==> config.mk <==
export PLATFORM = sky130hd
export DESIGN_NAME = next_greater_element_engine
export DESIGN_NICKNAME = d
export VERILOG_FILES = /design/src/sv/nge_pkg.sv /design/src/sv/nge_ram.sv /design/src/sv/next_greater_element_engine.sv
export SDC_FILE = /design/constraint.sdc
export NUM_CORES = 2
export LEC_CHECK = 0
export BUFFER_PORTS_ARGS = -buffer_cell sky130_fd_sc_hd__buf_4
export CORE_MARGIN = 3
export CORE_UTILIZATION = 37
export DETAILED_ROUTE_END_ITERATION = 10
export GPL_TIMING_DRIVEN = 0
export PLACE_DENSITY = 0.59
export SETUP_SLACK_MARGIN = 0.4
export SLEW_MARGIN = 10
export SYNTH_ARGS = -nofsm -noshare
export SYNTH_HDL_FRONTEND = slang
export SYNTH_SLANG_ARGS = --single-unit
==> constraint.sdc <==
create_clock -name clk -period 5.88 [get_ports clk]
set_clock_uncertainty 0.15 [all_clocks]
set_input_delay 1.176 -clock clk [delete_from_list [all_inputs] [get_ports clk]]
set_output_delay 1.176 -clock clk [all_outputs]
set_load 0.05 [all_outputs]
==> src/sv/nge_pkg.sv <==
// ----------------------------------------------------------------------------
// nge_pkg
// Shared widths, command and status codes for the next-greater-element engine.
// ----------------------------------------------------------------------------
`default_nettype none

package nge_pkg;

	localparam int DEPTH_DEF      = 64;
	localparam int VALUE_BITS_DEF = 16;

	localparam int CMD_W      = 2;
	localparam int VALUE_W    = 16;
	localparam int ANSWER_W   = 17;
	localparam int STATUS_W   = 2;
	localparam int IN_DATA_W  = 16;
	localparam int OUT_DATA_W = 24;

	localparam logic [CMD_W-1:0] CMD_CLEAR = 2'd0;
	localparam logic [CMD_W-1:0] CMD_LOAD  = 2'd1;
	localparam logic [CMD_W-1:0] CMD_QUERY = 2'd2;

	localparam logic [STATUS_W-1:0] STATUS_OK      = 2'd0;
	localparam logic [STATUS_W-1:0] STATUS_FULL    = 2'd1;
	localparam logic [STATUS_W-1:0] STATUS_UNKNOWN = 2'd2;

	// -1 in two's complement: no greater element
	localparam logic [ANSWER_W-1:0] ANSWER_NONE = '1;

endpackage

`default_nettype wire

==> src/sv/nge_ram.sv <==
// ----------------------------------------------------------------------------
// nge_ram
// Generic single-write, single-read synchronous RAM with registered read data.
// ----------------------------------------------------------------------------
`default_nettype none

module nge_ram #(
	parameter int WIDTH = 16,
	parameter int DEPTH = 64,
	localparam int AW   = (DEPTH > 1) ? $clog2(DEPTH) : 1
) (
	input  wire logic             clk,
	input  wire logic             we,
	input  wire logic [AW-1:0]    waddr,
	input  wire logic [WIDTH-1:0] wdata,
	input  wire logic [AW-1:0]    raddr,
	output logic      [WIDTH-1:0] rdata
);

	logic [WIDTH-1:0] mem [DEPTH];

	always_ff @(posedge clk) begin
		if (we) begin
			mem[waddr] <= wdata;
		end
		rdata <= mem[raddr];
	end

endmodule

`default_nettype wire

==> src/sv/next_greater_element_engine.sv <==
// ----------------------------------------------------------------------------
// next_greater_element_engine
// Next-greater-element lookup built on a monotonic stack and a key table.
// ----------------------------------------------------------------------------
// Input stream: s_tuser carries the command (clear, load, query), s_tdata the
// value. Load the list from its last element to its first; each load answers
// with the next greater-or-equal value (-1 if none) and records it. A
// query returns the recorded answer, or 0 with status "unknown" if the
// value was never loaded. Output stream: one transaction per input
// transaction, in order. Stack and key table each live in a one-port-read
// synchronous RAM. Steps per item: clear and other commands go straight to
// the commit step; a load pops stack entries while they are below the value,
// then scans the key table; a query only scans it. Each scan stops at the
// first matching key and reads one table entry per cycle.
// A new item is taken as soon as the previous result sits in the output
// register; a stalled receiver only holds the engine at the write-back step.
// Reset empties both stores (counts to zero); RAM contents are not cleared.
// ----------------------------------------------------------------------------
`default_nettype none

module next_greater_element_engine
	import nge_pkg::*;
#(
	parameter int DEPTH      = DEPTH_DEF,
	parameter int VALUE_BITS = VALUE_BITS_DEF
) (
	input  wire logic                  clk,
	input  wire logic                  arst_n,
	input  wire logic                  s_tvalid,
	output logic                       s_tready,
	input  wire logic [IN_DATA_W-1:0]  s_tdata,   // [15:0] value
	input  wire logic [CMD_W-1:0]      s_tuser,   // [1:0] cmd
	output logic                       m_tvalid,
	input  wire logic                  m_tready,
	output logic      [OUT_DATA_W-1:0] m_tdata,   // [16:0] answer, rest zero
	output logic      [STATUS_W-1:0]   m_tuser    // [1:0] status
);

	localparam int KEY_W = (VALUE_BITS < VALUE_W) ? VALUE_BITS : VALUE_W;
	localparam int AW    = (DEPTH > 1) ? $clog2(DEPTH) : 1;
	localparam int CW    = $clog2(DEPTH + 1);
	localparam int TW    = ANSWER_W + KEY_W;

	localparam logic [1:0] ST_IDLE   = 2'd0;
	localparam logic [1:0] ST_POP    = 2'd1;
	localparam logic [1:0] ST_SCAN   = 2'd2;
	localparam logic [1:0] ST_COMMIT = 2'd3;

	logic [1:0]          state_q;
	logic [CMD_W-1:0]    cmd_q;
	logic [KEY_W-1:0]    val_q;
	logic [ANSWER_W-1:0] ans_q;
	logic [CW-1:0]       stack_cnt_q;
	logic [CW-1:0]       tbl_cnt_q;
	logic [CW-1:0]       scan_q;
	logic                srdv_s1;
	logic                trdv_s1;
	logic [AW-1:0]       tidx_s1;
	logic                found_q;
	logic [AW-1:0]       fidx_q;
	logic [ANSWER_W-1:0] fans_q;

	logic [KEY_W-1:0]    stack_rdata;
	logic [TW-1:0]       tbl_rdata;
	logic [KEY_W-1:0]    tbl_key;
	logic [ANSWER_W-1:0] tbl_ans;
	logic [CW-1:0]       cnt_m1;
	logic                out_free;
	logic                commit;
	logic                is_load;
	logic                stack_room;
	logic                tbl_room;
	logic                pop_hit;
	logic                tbl_hit;
	logic                scan_more;
	logic                stack_we;
	logic                tbl_we;
	logic [AW-1:0]       tbl_waddr;
	logic [ANSWER_W-1:0] res_ans;
	logic [STATUS_W-1:0] res_status;

	assign s_tready   = (state_q == ST_IDLE);
	assign out_free   = !m_tvalid || m_tready;
	assign commit     = (state_q == ST_COMMIT) && out_free;
	assign is_load    = (cmd_q == CMD_LOAD);
	assign cnt_m1     = stack_cnt_q - CW'(1);
	assign stack_room = stack_cnt_q < CW'(DEPTH);
	assign tbl_room   = tbl_cnt_q < CW'(DEPTH);
	assign pop_hit    = srdv_s1 && (stack_rdata < val_q);
	assign tbl_key    = tbl_rdata[KEY_W-1:0];
	assign tbl_ans    = tbl_rdata[KEY_W +: ANSWER_W];
	assign tbl_hit    = trdv_s1 && (tbl_key == val_q);
	assign scan_more  = scan_q < tbl_cnt_q;

	// Writes only happen in the commit cycle, so no read can overlap them
	assign stack_we  = commit && is_load && stack_room;
	assign tbl_we    = commit && is_load && (found_q || tbl_room);
	assign tbl_waddr = found_q ? fidx_q : tbl_cnt_q[AW-1:0];

	always_comb begin
		res_ans    = '0;
		res_status = STATUS_OK;
		case (cmd_q)
			CMD_LOAD: begin
				res_ans = ans_q;
				if ((!found_q && !tbl_room) || !stack_room) begin
					res_status = STATUS_FULL;
				end
			end
			CMD_QUERY: begin
				if (found_q) begin
					res_ans = fans_q;
				end else begin
					res_status = STATUS_UNKNOWN;
				end
			end
			default: begin
				res_ans    = '0;
				res_status = STATUS_OK;
			end
		endcase
	end

	nge_ram #(
		.WIDTH (KEY_W),
		.DEPTH (DEPTH)
	) u_stack_ram (
		.clk   (clk),
		.we    (stack_we),
		.waddr (stack_cnt_q[AW-1:0]),
		.wdata (val_q),
		.raddr (cnt_m1[AW-1:0]),
		.rdata (stack_rdata)
	);

	nge_ram #(
		.WIDTH (TW),
		.DEPTH (DEPTH)
	) u_table_ram (
		.clk   (clk),
		.we    (tbl_we),
		.waddr (tbl_waddr),
		.wdata ({ans_q, val_q}),
		.raddr (scan_q[AW-1:0]),
		.rdata (tbl_rdata)
	);

	always_ff @(posedge clk or negedge arst_n) begin
		if (!arst_n) begin
			state_q     <= ST_IDLE;
			stack_cnt_q <= '0;
			tbl_cnt_q   <= '0;
			srdv_s1     <= 1'b0;
			trdv_s1     <= 1'b0;
			found_q     <= 1'b0;
			m_tvalid    <= 1'b0;
		end else begin
			if (commit) begin
				m_tvalid <= 1'b1;
			end else if (m_tready) begin
				m_tvalid <= 1'b0;
			end
			case (state_q)
				ST_IDLE: begin
					if (s_tvalid) begin
						srdv_s1 <= 1'b0;
						trdv_s1 <= 1'b0;
						found_q <= 1'b0;
						scan_q  <= '0;
						if (s_tuser == CMD_LOAD) begin
							state_q <= ST_POP;
						end else if (s_tuser == CMD_QUERY) begin
							state_q <= ST_SCAN;
						end else begin
							state_q <= ST_COMMIT;
						end
					end
				end
				ST_POP: begin
					// one stack read in flight at a time; a pop re-reads the new top
					if (srdv_s1) begin
						srdv_s1 <= 1'b0;
						if (pop_hit) begin
							stack_cnt_q <= cnt_m1;
						end else begin
							ans_q   <= ANSWER_W'(stack_rdata);
							state_q <= ST_SCAN;
						end
					end else if (stack_cnt_q == '0) begin
						ans_q   <= ANSWER_NONE;
						state_q <= ST_SCAN;
					end else begin
						srdv_s1 <= 1'b1;
					end
				end
				ST_SCAN: begin
					// read issued at scan_q, compared in the following cycle
					if (tbl_hit) begin
						found_q <= 1'b1;
						fidx_q  <= tidx_s1;
						fans_q  <= tbl_ans;
						trdv_s1 <= 1'b0;
						state_q <= ST_COMMIT;
					end else if (scan_more) begin
						trdv_s1 <= 1'b1;
						tidx_s1 <= scan_q[AW-1:0];
						scan_q  <= scan_q + CW'(1);
					end else begin
						trdv_s1 <= 1'b0;
						state_q <= ST_COMMIT;
					end
				end
				ST_COMMIT: begin
					if (out_free) begin
						m_tdata  <= OUT_DATA_W'(res_ans);
						m_tuser  <= res_status;
						state_q  <= ST_IDLE;
						if (cmd_q == CMD_CLEAR) begin
							stack_cnt_q <= '0;
							tbl_cnt_q   <= '0;
						end else if (is_load) begin
							if (stack_room) begin
								stack_cnt_q <= stack_cnt_q + CW'(1);
							end
							if (!found_q && tbl_room) begin
								tbl_cnt_q <= tbl_cnt_q + CW'(1);
							end
						end
					end
				end
				default: begin
					state_q <= ST_IDLE;
				end
			endcase
		end
	end

	always_ff @(posedge clk) begin
		if (s_tready && s_tvalid) begin
			cmd_q <= s_tuser;
			val_q <= s_tdata[KEY_W-1:0];
		end
	end

endmodule

`default_nettype wire
Word-level counts from Yosys, hierarchy flattened

Memories as Yosys holds them, arrays and structs flattened. A register that Yosys moved wholly into a read port is not among the register bits.
Cells that the tools add are included.

Bits in read-only memories: 0
Bits in latches: 0
Output and inout port bits: 28
Logic and storage cells: 133
Memory bits (writable): 3136
Memories: 2
Register bits: 110
Input port bits: 22

Multiplexer cells: 48
Reduce and logical (&&, ||, !) cells: 37
Bitwise operators: 1
Add/sub/neg operators: 4
$mul: 0
Equality and inequality tests: 21
Shift-type cells: 0
Div/mod/pow operators: 0
Order comparisons: 4

Memories:

| memory          | depth | bits a word | read ports | clocked after Yosys merged registers in | write ports | RTL line      | source |
|---|---|---|---|---|---|---|---|
| u_table_ram.mem | 64    | 33          | 1          | 1                                       | 1           | nge_ram.sv:20 | `logic [WIDTH-1:0] mem [DEPTH];` |
| u_stack_ram.mem | 64    | 16          | 1          | 1                                       | 1           | nge_ram.sv:20 |  |

Operators by type and width:

| kind                                                                | count |
|---|---|
| 7-bit 2-to-1 mux                                                    | 12 |
| 17-bit 2-to-1 mux                                                   | 4 |
| 17-bit case mux with 2 select lines                                 | 1 |
| 7-bit case mux with 2 select lines                                  | 2 |
| 7-bit by 1-bit adder with 7-bit output (second input constant)      | 3 |
| 2-bit 2-to-1 mux                                                    | 9 |
| 16-bit == test                                                      | 1 |
| 16-bit < comparator                                                 | 1 |
| 2-bit inequality test (second input constant)                       | 8 |
| 7-bit < comparator (second input constant)                          | 2 |
| 1-bit 2-to-1 mux                                                    | 14 |
| 2-bit nonzero test                                                  | 7 |
| 4-bit AND reduction                                                 | 3 |
| 5-bit AND reduction                                                 | 2 |
| 1-bit logical AND                                                   | 9 |
| 3-bit inequality test (second input constant)                       | 3 |
| 3-bit AND reduction                                                 | 3 |
| 2-bit == test (second input constant)                               | 4 |
| 2-bit case mux with 4 select lines                                  | 1 |
| 7-bit zero test                                                     | 1 |
| 7-bit < comparator                                                  | 1 |
| 7-bit by 1-bit subtractor with 7-bit output (second input constant) | 1 |
| 2-bit by 1-bit == test with 1-bit output (second input constant)    | 3 |
| 6-bit 2-to-1 mux                                                    | 1 |
| other kinds (9)                                                     | 19 |

Depth between registers and ports, before layout

Depth after elaboration: 7
Depth in mapped cells: 15
Mapped depth without buffers: 9

Hierarchy

From an unflattened synthesis, not the netlist that was laid out.

Cells, all modules: 5865
Area total of the unflattened synthesis: 126611.4 um^2

By module, submodules not included:

| module                      | seq. area each (um^2) | cells each | times used | area each (um^2) |
|---|---|---|---|---|
| nge_ram (u_table_ram)       | 64081.5               | 3598       | 1          | 81192.9 |
| nge_ram (u_stack_ram)       | 31069.8               | 1829       | 1          | 40042.2 |
| next_greater_element_engine | 3203.1                | 438        | 1          | 5376.4 |

Worst setup path before layout

Ideal clock, no wire load.

Kind: flip-flop to flip-flop
From: register val_q[15]
To: register ans_q[0] (enable)
Buffers on the path: 0
Cell stages (with the launch flop): 8
Setup time: 0.390 ns
Slack: 1.449 ns
Data arrival time: 3.891 ns
Period minus slack after synthesis: 4.431 ns
Data required time: 5.340 ns
Path through: edfxtp_1 inv_1 ha_1 and4_1 nand2_1 a2111oi_0 nor3_1 nor2_1

Cells in the longest elaborated chain, start to end: 4

Ends and longest elaborated chain:

| what                            | RTL line                           | source |
|---|---|---|
| start, declared                 | next_greater_element_engine.sv:51  | `logic [KEY_W-1:0] val_q;` |
| start signal, assigned          | next_greater_element_engine.sv:241 | `val_q <= s_tdata[KEY_W-1:0];` |
| 16-bit < comparator             | next_greater_element_engine.sv:89  | `assign pop_hit = srdv_s1 && (stack_rdata < val_q);` |
| 1-bit logical AND               | next_greater_element_engine.sv:89  |  |
| 2-bit inequality test (no line) | -                                  |  |
| 4-bit AND reduction (no line)   | -                                  |  |
| end signal, assigned            | next_greater_element_engine.sv:186 | `ans_q <= ANSWER_W'(stack_rdata);` |
| end, declared                   | next_greater_element_engine.sv:52  | `logic [ANSWER_W-1:0] ans_q;` |

No other way between the ends.
A chain may end at the register's enable or synchronous reset.

Worst setup path after layout

From: register stack_cnt_q[0]
To: register u_stack_ram.rdata[3], read port of u_stack_ram.mem

Cells in the longest elaborated chain, start to end: 1

Ends and longest elaborated chain:

| what                                        | RTL line                           | source |
|---|---|---|
| start, declared                             | next_greater_element_engine.sv:53  | `logic [CW-1:0] stack_cnt_q;` |
| start signal, assigned                      | next_greater_element_engine.sv:184 | `stack_cnt_q <= cnt_m1;` |
| start signal, assigned                      | next_greater_element_engine.sv:223 | `stack_cnt_q <= stack_cnt_q + CW'(1);` |
| 7-bit by 1-bit subtractor with 7-bit output | next_greater_element_engine.sv:86  | `assign cnt_m1 = stack_cnt_q - CW'(1);` |
| end, declared                               | nge_ram.sv:17                      | `output logic [WIDTH-1:0] rdata` |

No other way between the ends.

==> results.md <==
Outcome:
- The flow ran to the end, and the final reports show no timing, DRC or antenna violations.

Die:
- The area of the die is 0.348 mm^2.
- Measured along the y axis, the die boundary spans 590 um.
- Measured along the x axis, the die boundary spans 590 um.
- The total area inside the core boundary comes to 0.338 mm^2.
- For this configuration, the core starts out at a cell density of 0.373.
- The cell row count is 213.
- For this design the top-level I/O count stands at 50.

Flow run:
- Max-cap violations in this run came to 0.

STA:
- Setup repair after global routing left no endpoint under its margin.
- Based on the critical path, the design can be clocked at up to 186 MHz.
- The final-report max-slew violation count is 0.
- The total of endpoints with negative setup slack in the final report is 0.
- The post-layout worst setup margin is 0.513 ns.
- The measured slew at the worst slew-check pin is 1.45 ns.
- The number of hold violations in the final report is 0.
- The period utilization is 0.913.
- The final period demand of the worst path is 5.37 ns.
- The remaining max-slew budget at the tightest pin is 0.0348.

Place:
- The congestion estimate from routability-driven global placement came to 0.892.
- During placement, the flow inserted port buffers numbering 42.
- The number of placed cells counting well taps is 10,200.
- Before CTS, the worst setup slack after placement is 0.0134 ns.
- The sum of net half-perimeters after detailed placement is 235 mm.

Clock network:
- The maximum level of the CTS H-tree is 5.
- The clock root buffer is clkbuf_16.
- The total CTS buffers is 341.
- TritonCTS built the clock tree.
- Clock-pin slew was measured on the worst setup and hold paths at 0.06 ns.
- Buffers inserted to repair hold after CTS numbered 0.
- The worst-skew pair later-pin latency is 0.93 ns.
- Counting every sink on the clock net gives 3,295.
- The number of post-CTS setup repair buffers is 0.
- The clock passes through at most 4 buffers.

Yosys:
- The number of enable-type register cells in the synthesized netlist is 3,226.
- Sorting the synthesized cells by area gives the leading types as edfxtp_1, mux4_2, dfxtp_1.
- Counting flops with an async set or reset pin after synthesis yields a share of 0.00607.
- Of the synthesized area, sequential elements account for 0.781.
- The synthesized design spends more area on one cell type than any other, namely edfxtp_1.
- The most common cell in the synthesized netlist is edfxtp_1.
- The synthesis warning total is 0.
- After synthesis, the mean cell area works out to 23.4 um^2.
- Synthesis instantiated 69 different standard cells from the library.
- The commonest cells after synthesis are edfxtp_1, mux4_2, nor2_1.
- The synthesized design contains 3,295 register bits.
- The flip-flop cell with the highest count after synthesis is edfxtp_1.
- The synthesized netlist cell count is 5,378.
- The proportion of netlist area held by the largest area contributor is 0.769.
- After synthesis the cells add up to 0.126 mm^2.

Pwr:
- The leakage power of the design is 46.2 nW.
- The total power draw is 65.4 mW.
- Dividing total power by cell area gives a power density of 440 mW/mm^2.
- The highest ir drop seen on vdd is 0.303 mV.

Worst hold path:
- In this run the worst hold path is classified as primary input to async pin.

Layout:
- In the final design database the tool counted 6,100 nets.
- The layout cell share with drive strength beyond 1 is 0.319.
- The final core area utilization is 0.440.
- Once layout is complete, the cells apart from fillers number 10,800.
- The post-synthesis to final-layout area growth is 17.9%.

Global route:
- Entering global routing, the biggest net connects 34 pins.
- The global-route met1 utilization is 0.263.
- The initial antenna violation count is 7.
- In the global route stage, overall resource usage came out at 0.194.
- For met3 alone, demand over resource in global routing was 0.0352.
- The via count of the first global-routing pass is 61,400.
- For this run, global-route usage on met2 was measured as 0.318.
- The first global-routing pass estimated 478 mm of wire.
- The most used routing layer in global routing is met2.
- The residual overflow from global routing is 0.

Critical path:
- The critical path start-end classification is flip-flop to flip-flop.
- By instance count, the cell type seen most on the critical path is buf_4.
- In this run the register-to-register setup slack is 0.51 ns.
- The endpoint of the lowest-slack register-to-register path is u_stack_ram.rdata[3].
- The type of origin of the critical path is a flip-flop.
- Along the worst path, the maximum fanout reaches 11.
- The depth of the most critical reg-to-reg path is 13.
- The startpoint of the most critical register-to-register path is stack_cnt_q[0].
- The critical path goes through buf_2 -> buf_6 -> buf_4 -> buf_4 -> clkinvlp_4 -> ha_1 -> xnor2_1 -> clkbuf_1 -> buf_1 -> nand2_1 -> nand3_1 -> a311oi_2 -> a211oi_1.
- On the worst path, the slowest cell contributes a delay of 0.63 ns.
- The arrival time of data at the critical path endpoint is 5.89 ns.
- STA classifies the critical path endpoint as a flip-flop.
- On the critical path, the stage with the largest delay is an instance of a211oi_1.
- At the worst endpoint, the required time is 6.40 ns.

Routing:
- The vias after detailed routing is 60,800.
- For this run, the detailed router's first-pass iteration total came to 6.
- Wires add up to 341 mm.
- In the routed layout, each cell is associated on average with a via count of 5.61.
- The post-detailed-route count of antenna-violating nets is 0.
- The violation count after the first detailed-routing iteration is 8,206.
- The post-detailed-route wirelength per cell is 31.5 um.
- The residual DRC count is 0.
[kinds of logic after synthesis]
logic type / Yosys count / synth area share
flip-flops: 3295 / 0.781
multiplexers: 991 / 0.170
AO/OA/AOI/OAI: 250 / 0.0152
other: 1 / 0.0000298
AND/OR/NAND/NOR: 460 / 0.0159
adder cells (fa/ha/maj): 33 / 0.00328
buffers and inverters: 316 / 0.0127
XOR/XNOR: 32 / 0.00237
[state kept, by name (all words and copies together) (netlist names), 2 cells and up]
signal,count
u_stack_ram.rdata,16
u_table_ram.rdata,33
tbl_cnt_q,7
fans_q,17
val_q,16
m_tuser,2
ans_q,17
m_tdata,17
scan_q,7
fidx_q,6
u_table_ram.mem,2112
tidx_s1,6
u_stack_ram.mem,1024
state_q,2
cmd_q,2
stack_cnt_q,7
[stage by stage]
step | instance area [um^2] | hold WS (ns) | setup TNS, ns
after detailed placement | 138000 | 0.239 | 0
after global placement | 132000 | 0.238 | -1267.96
final | 149000 | 0.0486 | 0
after global routing | 149000 | 0.0452 | 0
after floorplan | 126000 | 0.236 | 0
after CTS | 149000 | 0.00679 | 0
[power by group]
| group | total, mW | internal (mW) | switching, mW |
|---|---|---|---|
| clock network | 20.8 | 11.8 | 8.93 |
| logic | 17.6 | 6.89 | 10.7 |
| registers | 27.1 | 26.7 | 0.345 |
[what timing repair did]
action	4_1_cts	5_1_grt
endpoints found under the setup margin	7	9
resized for setup	14	3
cloned	0	0
[critical path: cells and delay by family, from the launching register on]
| kind | cells | cell delay, ns |
|---|---|---|
| flops | 1 | 0.36 |
| compound gates | 2 | 0.83 |
| simple gates | 2 | 0.31 |
| buf+inv | 7 | 2.53 |
| xor+xnor | 1 | 0.45 |
| fa+ha+maj | 1 | 0.45 |
[how the worst max path moves through the flow]
stage | startpoint | to | slack, ns | cells past startpoint
after global placement | val_q[15] | fans_q[3] | -2.80 | 5
after detailed placement | stack_cnt_q[0] | u_stack_ram.rdata[2] | 0.01 | 14
after floorplan | val_q[15] | ans_q[0] | 1.45 | 7
final | stack_cnt_q[0] | u_stack_ram.rdata[3] | 0.51 | 13
after CTS | stack_cnt_q[0] | u_stack_ram.rdata[3] | 0.45 | 13
after global routing | stack_cnt_q[0] | u_stack_ram.rdata[5] | 0.42 | 14
[per-layer routing]
metal | wire length, um | share of wire
met5 | 13 | 0.000038
met3 | 29000 | 0.085
met1 | 134000 | 0.39
met2 | 167000 | 0.49
met4 | 11800 | 0.035
[cell type report]
type / instances / area, um^2
fillers: 28400 / 189000
flip-flops and latches: 3295 / 98400
multi-input cells: 1773 / 26800
clock buffers: 420 / 9070
well taps: 4515 / 5650
repair buffers: 318 / 5540
clock inverters: 189 / 1560
plain buffers: 276 / 1470
inverters: 40 / 154
diodes: 2 / 5.00
[cell usage in the layout, fill, tap and decap left out, drive strengths merged, types with 15 or more instances in the layout]
cell / count
a211oi: 15
a21oi: 20
a22o: 18
a22oi: 53
a311oi: 15
a32o: 23
buf: 481
bufinv: 20
clkbuf: 533
clkinv: 154
dfrtp: 20
dfxtp: 49
edfxtp: 3226
ha: 33
inv: 48
mux2i: 67
mux4: 917
nand2: 161
nand2b: 25
nand3: 28
nor2: 185
nor3: 15
o21ai: 20
o22ai: 28
xnor2: 29
Power figures use the tool's default switching activity.
